[src/address_keyed_slot_table_macros.svh]
// Assertion macros for the address keyed slot table.
// Included by the top level; needs a clock named clk and a reset named rst in scope.
`ifndef ADDRESS_KEYED_SLOT_TABLE_MACROS_SVH
`define ADDRESS_KEYED_SLOT_TABLE_MACROS_SVH
`ifndef ASSERT_OFF
`define AKST_ASSERT_SAME(label, ante, cons) \
  label: assert property (@(posedge clk) disable iff (rst) (ante) |-> (cons)) \
    else $error("slot table check failed");
`define AKST_ASSERT_NEXT(label, ante, cons) \
  label: assert property (@(posedge clk) disable iff (rst) (ante) |=> (cons)) \
    else $error("slot table check failed");
`else
`define AKST_ASSERT_SAME(label, ante, cons)
`define AKST_ASSERT_NEXT(label, ante, cons)
`endif
`endif

[src/akst_pkg.sv]
// Shared types and constants for the address keyed slot table.
// Used by akst_cell and address_keyed_slot_table; depends on nothing.
package akst_pkg;

  localparam int ENTRIES    = 16;
  localparam int STAMP_BITS = 32;
  localparam int KEY_W      = 48;
  localparam int TICK_W     = 32;
  localparam int FUNC_W     = 2;
  localparam int TS_W       = 5;
  localparam int SLOT_W     = 4;
  localparam int LIVE_W     = 5;
  localparam int IDX_W      = (ENTRIES > 1) ? $clog2(ENTRIES) : 1;
  localparam int CNT_W      = $clog2(ENTRIES + 1);
  // Width at which a cell index is compared against the table size.
  localparam int CMP_W      = (TS_W > IDX_W) ? TS_W : IDX_W + 1;
  // Width at which the live count is compared against the usable size.
  localparam int USE_W      = (TS_W > CNT_W) ? TS_W : CNT_W;

  localparam logic [FUNC_W-1:0] FUNC_ADD    = 2'd0;
  localparam logic [FUNC_W-1:0] FUNC_LOOKUP = 2'd1;
  localparam logic [FUNC_W-1:0] FUNC_REMOVE = 2'd2;

  localparam int REG_TABLE_SIZE = 0;
  localparam logic [TS_W-1:0] TABLE_SIZE_RESET = 5'd16;

  typedef logic [IDX_W-1:0]      idx_t;
  typedef logic [CNT_W-1:0]      cnt_t;
  typedef logic [KEY_W-1:0]      key_t;
  typedef logic [STAMP_BITS-1:0] stamp_t;

  typedef struct packed {
    logic [FUNC_W-1:0] func;
    logic [KEY_W-1:0]  device_addr;
    logic [TICK_W-1:0] now_ticks;
  } item_t;

  typedef struct packed {
    logic              ok;
    logic [SLOT_W-1:0] slot;
    logic [LIVE_W-1:0] live_count;
  } result_t;

  // Command token that walks the row of cells, one cell per cycle.
  typedef struct packed {
    logic              valid;
    logic              armed;
    logic [FUNC_W-1:0] func;
    key_t              key;
    stamp_t            stamp;
    logic              found;
    idx_t              slot;
  } token_t;

endpackage

[src/akst_cell.sv]
// One slot of the table: holds a key and a timestamp and passes the command token on.
// Depends on akst_pkg.
module akst_cell (
  input  logic                      clk,
  input  logic                      rst,
  input  akst_pkg::idx_t            cell_index,
  input  logic [akst_pkg::TS_W-1:0] limit,
  input  akst_pkg::token_t          tin,
  output akst_pkg::token_t          tout
);

  akst_pkg::key_t   key;
  akst_pkg::stamp_t stamp;
  akst_pkg::key_t   match_key;
  akst_pkg::token_t tout_next;
  logic             in_range;
  logic             hit;

  assign match_key = (tin.func == akst_pkg::FUNC_ADD) ? '0 : tin.key;
  assign in_range  = akst_pkg::CMP_W'(cell_index) < akst_pkg::CMP_W'(limit);
  // Only the first matching slot in use acts; later cells see the found flag.
  assign hit = tin.valid && tin.armed && !tin.found && in_range && (key == match_key);

  always_comb begin
    tout_next       = tin;
    tout_next.found = tin.found || hit;
    tout_next.slot  = hit ? cell_index : tin.slot;
  end

  always_ff @(posedge clk) begin
    if (rst) begin
      key  <= '0;
      tout <= '0;
    end else begin
      tout <= tout_next;
      if (hit && tin.func == akst_pkg::FUNC_ADD) begin
        key <= tin.key;
      end else if (hit && tin.func == akst_pkg::FUNC_REMOVE) begin
        key <= '0;
      end
    end
  end

  // The timestamp has no reset value; it is defined once written.
  always_ff @(posedge clk) begin
    if (hit && tin.func != akst_pkg::FUNC_REMOVE) begin
      stamp <= tin.stamp;
    end
  end

endmodule

[src/address_keyed_slot_table.sv]
// Top level of the address keyed slot table: command port, register port, cell row.
// Depends on akst_pkg, akst_cell and address_keyed_slot_table_macros.svh.
//
//  channel   | direction | handshake                               | payload
//  ----------+-----------+-----------------------------------------+------------------
//  item      | in        | start high while busy low               | item   (item_t)
//  result    | out       | done high for one cycle, cannot stall   | result (result_t)
//  registers | in/out    | psel, penable, pwrite high, pready high | pwdata / prdata
//
// From accept to result, each command is loaded into the head register, passes
// through the register of every cell as it walks the row, and has its result
// registered. busy stays high until the result is registered, so one
// command is in flight at a time. The result strobe comes in the cycle after
// the token leaves the last cell; the receiver takes it without stalling.
// Reset empties every slot, zeroes the live count and sets table_size to 16.
`include "address_keyed_slot_table_macros.svh"

module address_keyed_slot_table (
  input  logic                      clk,
  input  logic                      rst,
  input  logic                      start,
  output logic                      busy,
  input  akst_pkg::item_t           item,
  output logic                      done,
  output akst_pkg::result_t         result,
  input  logic                      psel,
  input  logic                      penable,
  input  logic                      pwrite,
  input  logic [2:0]                paddr,
  input  logic [31:0]               pwdata,
  output logic [31:0]               prdata,
  output logic                      pready
);

  logic [akst_pkg::TS_W-1:0]  table_size;
  akst_pkg::cnt_t             count;
  akst_pkg::cnt_t             count_next;
  logic [akst_pkg::USE_W-1:0] usable;
  logic                       accept;
  logic                       armed;
  logic                       reg_hit;
  akst_pkg::token_t           head;
  akst_pkg::token_t           link [akst_pkg::ENTRIES+1];
  akst_pkg::token_t           tail;

  // Register port. The only register, table_size, sits at byte address 0;
  // paddr[2] selects the register index, so other words read as zero.
  assign pready  = 1'b1;
  assign reg_hit = (32'(paddr[2]) == akst_pkg::REG_TABLE_SIZE);
  assign prdata  = reg_hit ? 32'(table_size) : '0;

  always_ff @(posedge clk) begin
    if (rst) begin
      table_size <= akst_pkg::TABLE_SIZE_RESET;
    end else if (psel && penable && pwrite && pready && reg_hit) begin
      table_size <= pwdata[akst_pkg::TS_W-1:0];
    end
  end

  // A size above the built depth acts as the full depth.
  assign usable = (akst_pkg::USE_W'(table_size) > akst_pkg::USE_W'(akst_pkg::ENTRIES)) ?
                  akst_pkg::USE_W'(akst_pkg::ENTRIES) : akst_pkg::USE_W'(table_size);

  assign accept = start && !busy;

  // Decide at entry whether the command may act at all. A zero key is always
  // refused, an add needs room under the usable size, and an unused function
  // code changes nothing.
  always_comb begin
    case (item.func)
      akst_pkg::FUNC_ADD:    armed = akst_pkg::USE_W'(count) < usable;
      akst_pkg::FUNC_LOOKUP: armed = 1'b1;
      akst_pkg::FUNC_REMOVE: armed = 1'b1;
      default:               armed = 1'b0;
    endcase
    if (item.device_addr == '0) begin
      armed = 1'b0;
    end
  end

  always_ff @(posedge clk) begin
    if (rst) begin
      head <= '0;
    end else begin
      head.valid <= accept;
      if (accept) begin
        head.armed <= armed;
        head.func  <= item.func;
        head.key   <= item.device_addr;
        head.stamp <= akst_pkg::STAMP_BITS'(item.now_ticks);
        head.found <= 1'b0;
        head.slot  <= '0;
      end
    end
  end

  // The row of cells. Cell i holds slot i; the token visits the cells in index
  // order, and the first matching slot in use claims the command.
  assign link[0] = head;

  for (genvar i = 0; i < akst_pkg::ENTRIES; i++) begin : g_cell
    akst_cell u_cell (
      .clk        (clk),
      .rst        (rst),
      .cell_index (akst_pkg::idx_t'(i)),
      .limit      (table_size),
      .tin        (link[i]),
      .tout       (link[i+1])
    );
  end

  assign tail = link[akst_pkg::ENTRIES];

  // Live count follows the outcome once the token has passed every slot.
  always_comb begin
    count_next = count;
    if (tail.found && tail.func == akst_pkg::FUNC_ADD) begin
      count_next = count + akst_pkg::cnt_t'(1);
    end else if (tail.found && tail.func == akst_pkg::FUNC_REMOVE && count != '0) begin
      count_next = count - akst_pkg::cnt_t'(1);
    end
  end

  always_ff @(posedge clk) begin
    if (rst) begin
      count <= '0;
      busy  <= 1'b0;
      done  <= 1'b0;
    end else begin
      done <= tail.valid;
      if (tail.valid) begin
        count <= count_next;
        busy  <= 1'b0;
      end else if (accept) begin
        busy <= 1'b1;
      end
    end
  end

  always_ff @(posedge clk) begin
    if (tail.valid) begin
      result.ok         <= tail.found;
      result.slot       <= tail.found ? akst_pkg::SLOT_W'(tail.slot) : '0;
      result.live_count <= akst_pkg::LIVE_W'(count_next);
    end
  end

  // An accepted command holds the block busy on the next cycle.
  `AKST_ASSERT_NEXT(a_busy_after_accept, accept, busy)
  // The result transfer ends the command, so the strobe never meets busy.
  `AKST_ASSERT_SAME(a_done_not_busy, done, !busy)
  // A refused or unmatched command reports slot zero.
  `AKST_ASSERT_SAME(a_slot_zero_on_miss, done && !result.ok, result.slot == '0)
  // The live count can never exceed the built depth.
  `AKST_ASSERT_SAME(a_count_bound, 1'b1, 32'(count) <= akst_pkg::ENTRIES)

endmodule
[config.mk]
export PLATFORM = sky130hd
export DESIGN_NAME = address_keyed_slot_table
export DESIGN_NICKNAME = d
export VERILOG_FILES = /design/src/akst_pkg.sv /design/src/akst_cell.sv /design/src/address_keyed_slot_table.sv
export VERILOG_INCLUDE_DIRS = /design/src /design/src/src
export SDC_FILE = /design/constraint.sdc
export NUM_CORES = 2
export LEC_CHECK = 0
export ABC_CLOCK_PERIOD_IN_PS = 3400
export BUFFER_PORTS_ARGS = -buffer_cell sky130_fd_sc_hd__buf_2
export CAP_MARGIN = 15
export CORE_ASPECT_RATIO = 0.5
export CORE_UTILIZATION = 45
export DETAILED_ROUTE_END_ITERATION = 10
export GPL_ROUTABILITY_DRIVEN = 0
export PLACE_DENSITY_LB_ADDON = 0.15
export SYNTH_ARGS = -nofsm -noshare
export SYNTH_HDL_FRONTEND = slang
export SYNTH_SLANG_ARGS = --single-unit
[constraint.sdc]
create_clock -name clk -period 3.4 [get_ports clk]
set_input_delay 0.85 -clock clk [delete_from_list [all_inputs] [get_ports clk]]
set_output_delay 0.85 -clock clk [all_outputs]
set_load 0.05 [all_outputs]
* After elaboration in Yosys (flattened, before gate mapping) *
Cells that the tools add are included.

cells by class
  add/sub/neg operators = 2
  $lt $le $gt $ge = 18
  equal/unequal tests = 35
  multiplexer cells = 69
  bitwise gates (word level) = 1
  reduce and logical (&&, ||, !) cells = 182

operators with widths
  operator             count
  $mux 48              48
  $eq 48x48->1         16
  $logic_and 1x1->1    102
  $logic_not 48->1     1
  $lt 4x5->1 const A   8
  $eq 2x2->1 const B   18
  $logic_not 2->1      18
  $mux 4               8
  $reduce_bool 2->1    16
  $reduce_or 2->1      13
  $lt 3x5->1 const A   4
  $mux 5               4
  $logic_not 1->1      16
  $logic_or 1x1->1     15
  $mux 3               4
  $lt 1x5->1 const A   2
  $lt 2x5->1 const A   2
  $add 5x1->5 const B  1
  $gt 5x5->1 const B   1
  $lt 5x5->1           1
  $reduce_bool 5->1    1
  $sub 5x1->5 const B  1
  $mux 2               2
  $eq 2x1->1 const B   1
  3 further kinds      4

storage, ports and cells
  register bits = 1690
  bits of input ports = 123
  output and inout port bits = 45
  logic and storage cells = 438

* Longest topological paths before layout *
  word-level depth = 7
  gate-level depth with buffers = 11
  mapped depth without buffers = 10

* Hierarchy *
Synthesis repeated with hierarchy kept, for this count alone.

unflattened totals
  cell total of the unflattened synthesis = 8224
  area, all modules = 84536.1 sq um

modules (own cells, without submodules)
  module                    times used  cells each  area an instance (sq um)  seq. area each (sq um)
  akst_cell                 16          481         5011.1                    2742.6
  address_keyed_slot_table  1           528         4359.2                    2222.1

* Worst setup path before layout *
Ideal clock, no wire load.

  path kind = input-to-reg
  start = in rst
  end = reg g_cell[3].u_cell.tout[0] (netlist name)
  setup time = 0.128 ns
  arrival time = 2.623 ns
  data required time = 3.272 ns
  setup slack = 0.650 ns
  stages = 7
  path buffers = 6
  cells stage by stage = clkbuf_1 -> buf_1 -> buf_1 -> clkbuf_1 -> clkbuf_1 -> buf_1 -> nor2_1

RTL lines
  item                  RTL line                        RTL
  start, declared       address_keyed_slot_table.sv:20  input logic rst,
  end signal, assigned  akst_cell.sv:35                 tout <= tout_next;
  end, declared         akst_cell.sv:9                  output akst_pkg::token_t tout

No word-level cell between the ends.

* Worst setup path after layout *
  start = reg table_size[2] (netlist name)
  end = reg g_cell[3].u_cell.key[2]

between the ends
  cells in the longest elaborated chain, start to end = 5
  elaborated cells between the ends (all ways) = 7
  classes of those cells = order compare (1); mux (1); reduce/logical (5)

ends and longest elaborated chain
  item                                                 RTL line                          RTL
  start, declared                                      address_keyed_slot_table.sv:35    logic [akst_pkg::TS_W-1:0] table_size;
  start signal, assigned                               address_keyed_slot_table.sv:54    table_size <= akst_pkg::TABLE_SIZE_RESET;
  start signal, assigned                               address_keyed_slot_table.sv:56    table_size <= pwdata[akst_pkg::TS_W-1:0];
  $lt 2x5->1 (*)                                       akst_cell.sv:20                   assign in_range = akst_pkg::CMP_W'(cell_index) < akst_pkg::CMP_W'(limit);
  $logic_and 1x1->1 (*) (2 in a row)                   akst_cell.sv:22                   assign hit = tin.valid && tin.armed && !tin.found && in_range && (key == match_key);
  $logic_and 1x1->1 (on tied branches)                 akst_cell.sv:36, akst_cell.sv:38
  $mux 48 / $reduce_bool 2->1 (equally long branches)  --
  end signal, assigned                                 akst_cell.sv:37                   key <= tin.key;
  end, declared                                        akst_cell.sv:12                   akst_pkg::key_t key;

Every way passes the cells marked *; elsewhere a longest branch is shown, timed or not.
A chain may end at the register's enable or synchronous reset.

==> results_dict.tcl <==
set metrics [dict create \
    outcome "finished with violations" \
    violations "design-rule violations" \
    clk_latency_ps 800 \
    die_w_um 546 \
    r2r_start "table_size[2]" \
    drc_errors 2 \
    cts_buffers 158 \
    drtPass1Iterations 11 \
    drtAntennaViolNets 0 \
    clock-sinks 1690 \
    place_ws_ps 147 \
    synth_edf_count 10 \
    cp_data_required_time_ps 4070 \
    start_util_pct 45.5 \
    io_pins 168 \
    yosysTopAreaCell "dfxtp_1" \
    syn_area_sq_um 66600 \
    wl_per_cell_um 21.6 \
    grt.overflow.total 0 \
    yosys_warnings 0 \
    synthFlopType "dfxtp_1" \
    hp-class "in -> reg" \
    synthArstFlopShare_pct 0 \
    track_usage_pct 24.7 \
    max_stage_delay_ps 710 \
    cp.arrival_ps 3910 \
    worst_pin_slew_ps 919 \
    drt-initial-drc-count 4012 \
    syn2layout_area_growth_pct 13.1 \
    crit_family "compound AO/OA/AOI/OAI gates" \
    path_cells "nor3_1, a2111oi_0, nand4_1, or4_1, nor4_2, buf_4, a31oi_4, buf_12, a22o_1" \
    cap_violations 0 \
    synth_area_leaders "dfxtp_1, a22o_1, nor2b_1, nor2_1, nor4bb_1" \
    hold_viol 0 \
    cts_max_level 4 \
    viasPerCell 5.90 \
    grt_first_pass_wirelength_um 293000 \
    clk_pin_slew_ps 60 \
    ir_worst_vdd_uv 302 \
    drive_above_1_share_pct 7.99 \
    synth_cell_type_count 80 \
    hpwl_um 137000 \
    p_leak_nw 26.4 \
    vias 52200 \
    fmax_ghz 0.308 \
    clock-root-buffer "clkbuf_16" \
    crit_buf_inv 2 \
    grt_pass1_vias 50200 \
    die_h_um 274 \
    placementRows 99 \
    antenna_found_initial 2 \
    path_max_fanout 48 \
    grt_max_degree 87 \
    yosysSeqAreaShare_pct 50.9 \
    start_kind "flop" \
    numPortBuffers 78 \
    total_power_mw 39.9 \
    finalCritPeriodShare_pct 95.3 \
    finalMaxSlewViolations 0 \
    ys_ff_latch 1690 \
    holdBufCountCts 0 \
    relSlewSlack_pct 38.6 \
    final.setup.tns_ps 0 \
    setup_ws_ps 158 \
    die_area_sq_um 150000 \
    critPathKind "reg -> reg" \
    clock-skew-final_ps 46.3 \
    syn_inst 6731 \
    synth_top_area_share_pct 50.5 \
    routed_wl_um 191000 \
    syn_avg_cell_area_sq_um 9.90 \
    startpoint "table_size[2]" \
    power.density_nw_per_um2 530 \
    rsz0062_at_grt "false" \
    slowest_stage "a2111oi_0" \
    critPathCaptureType "flop" \
    period_needed_ps 3240 \
    postCtsSetupRepairBufs 0 \
    min-delay-start "item[75]" \
    final_nets 6895 \
    cts_tree "yes" \
    cts_buffer_depth 4 \
    setup_viol 0 \
    coreArea_sq_um 146000 \
]
## cell type report
class | count | area (sq um)
Antenna cell | 4 | 10.0
Clock buffer | 218 | 4560
Clock inverter | 53 | 791
Fill cell | 13300 | 71100
Inverter | 214 | 805
Multi-Input combinational cell | 4449 | 30500
Sequential cell | 1690 | 33900
Tap cell | 1969 | 2460
Timing Repair Buffer | 251 | 2260
## Yosys cell counts (all sizes together) (31+ instances only)
library cell,n
a21oi,60
a22o,736
a22oi,83
a31oi,247
and3,31
buf,129
clkbuf,275
dfxtp,1680
inv,213
mux2i,55
nand2,200
nand2b,100
nand3,41
nand4,112
nor2,653
nor2b,713
nor3,40
nor4,54
nor4bb,230
o21a,35
o21ai,185
o22a,54
o22ai,47
o32ai,222
xnor2,236
## where the power goes
| group | switching [mW] | internal (mW) |
|---|---|---|
| combinational | 0.874 | 0.395 |
| clock | 7.71 | 10.8 |
| sequential | 0.176 | 20.0 |
## flip-flops by register name (all words and copies together), names as in the netlist
register / count
g_cell.u_cell.tout: 848
g_cell.u_cell.key: 768
head: 52
result: 10
count: 5
table_size: 5
busy: 1
done: 1
## metal layers
| metal | vias up | GRT usage (%) | wire length [um] |
|---|---|---|---|
| met4 | 2 | 12.4 | 9950 |
| met3 | 414 | 3.34 | 9150 |
| li1 | 24800 | - | - |
| met5 | - | 0 | 12 |
| met1 | 25400 | 31.0 | 81900 |
| met2 | 1601 | 41.8 | 90000 |
## per-stage QoR
stage	cell area [sq um]	util (%)	std cells	hold slack (ps)
global placement	69900	47.8	8572	421
global route	75300	51.4	8844	280
CTS	75300	51.4	8843	253
floorplan	66700	-	6757	411
detailed placement	69900	47.8	8572	418
finish	75300	51.5	8848	299
## logic make-up (layout without fill, tap and decap cells)
kind of cell	after synthesis	after routing	share of synthesized area [%]
AND/OR/NAND/NOR	2287	2287	19.7
AO/OA/AOI/OAI	1824	1824	21.3
flip-flops	1690	1690	50.9
buffers and inverters	618	736	3.87
XOR/XNOR	247	247	3.25
multiplexers	55	55	0.826
adder cells (fa/ha/maj)	8	8	0.150
other	2	32	0.0113
## placed cells by master (no fill, tap or decap), types with 41 or more instances in the layout
cell	count
xnor2_1	236
inv_1	212
nor4_1	48
nand4_1	112
a31oi_1	243
buf_4	128
dfxtp_1	1680
nand3_1	41
o32ai_1	221
buf_12	45
clkbuf_16	162
mux2i_1	55
o21ai_0	178
nand2_1	200
nand2b_1	99
nor4bb_1	230
nor2_1	643
buf_2	77
nor2b_1	713
a22o_1	736
a21oi_1	60
a22oi_1	83
o22a_1	54
o22ai_1	47
## repair_timing
item | 4_1_cts | 5_1_grt
hold endpoints to repair | 0 | 0
setup endpoints to repair | 0 | 37
gates resized for setup | 0 | 2
## worst paths after layout
kind | to | slack (ps) | cells past startpoint
worst max register to register | g_cell[3].u_cell.key[2] | 160 | 9
worst max-delay path | g_cell[3].u_cell.key[2] | 160 | 9
worst min register to register | g_cell[13].u_cell.tout[2] | 430 | 2
worst min-delay path | head[80] | 300 | 2
## worst reg2reg max path: stages, from the launching register on
cell and delay [ps]:
dfxtp_1 530, nor3_1 190, a2111oi_0 710, nand4_1 160, or4_1 460, nor4_2 240, buf_4 220, a31oi_4 100
buf_12 210, a22o_1 310
Note: power is estimated with default switching activity, not from simulation.
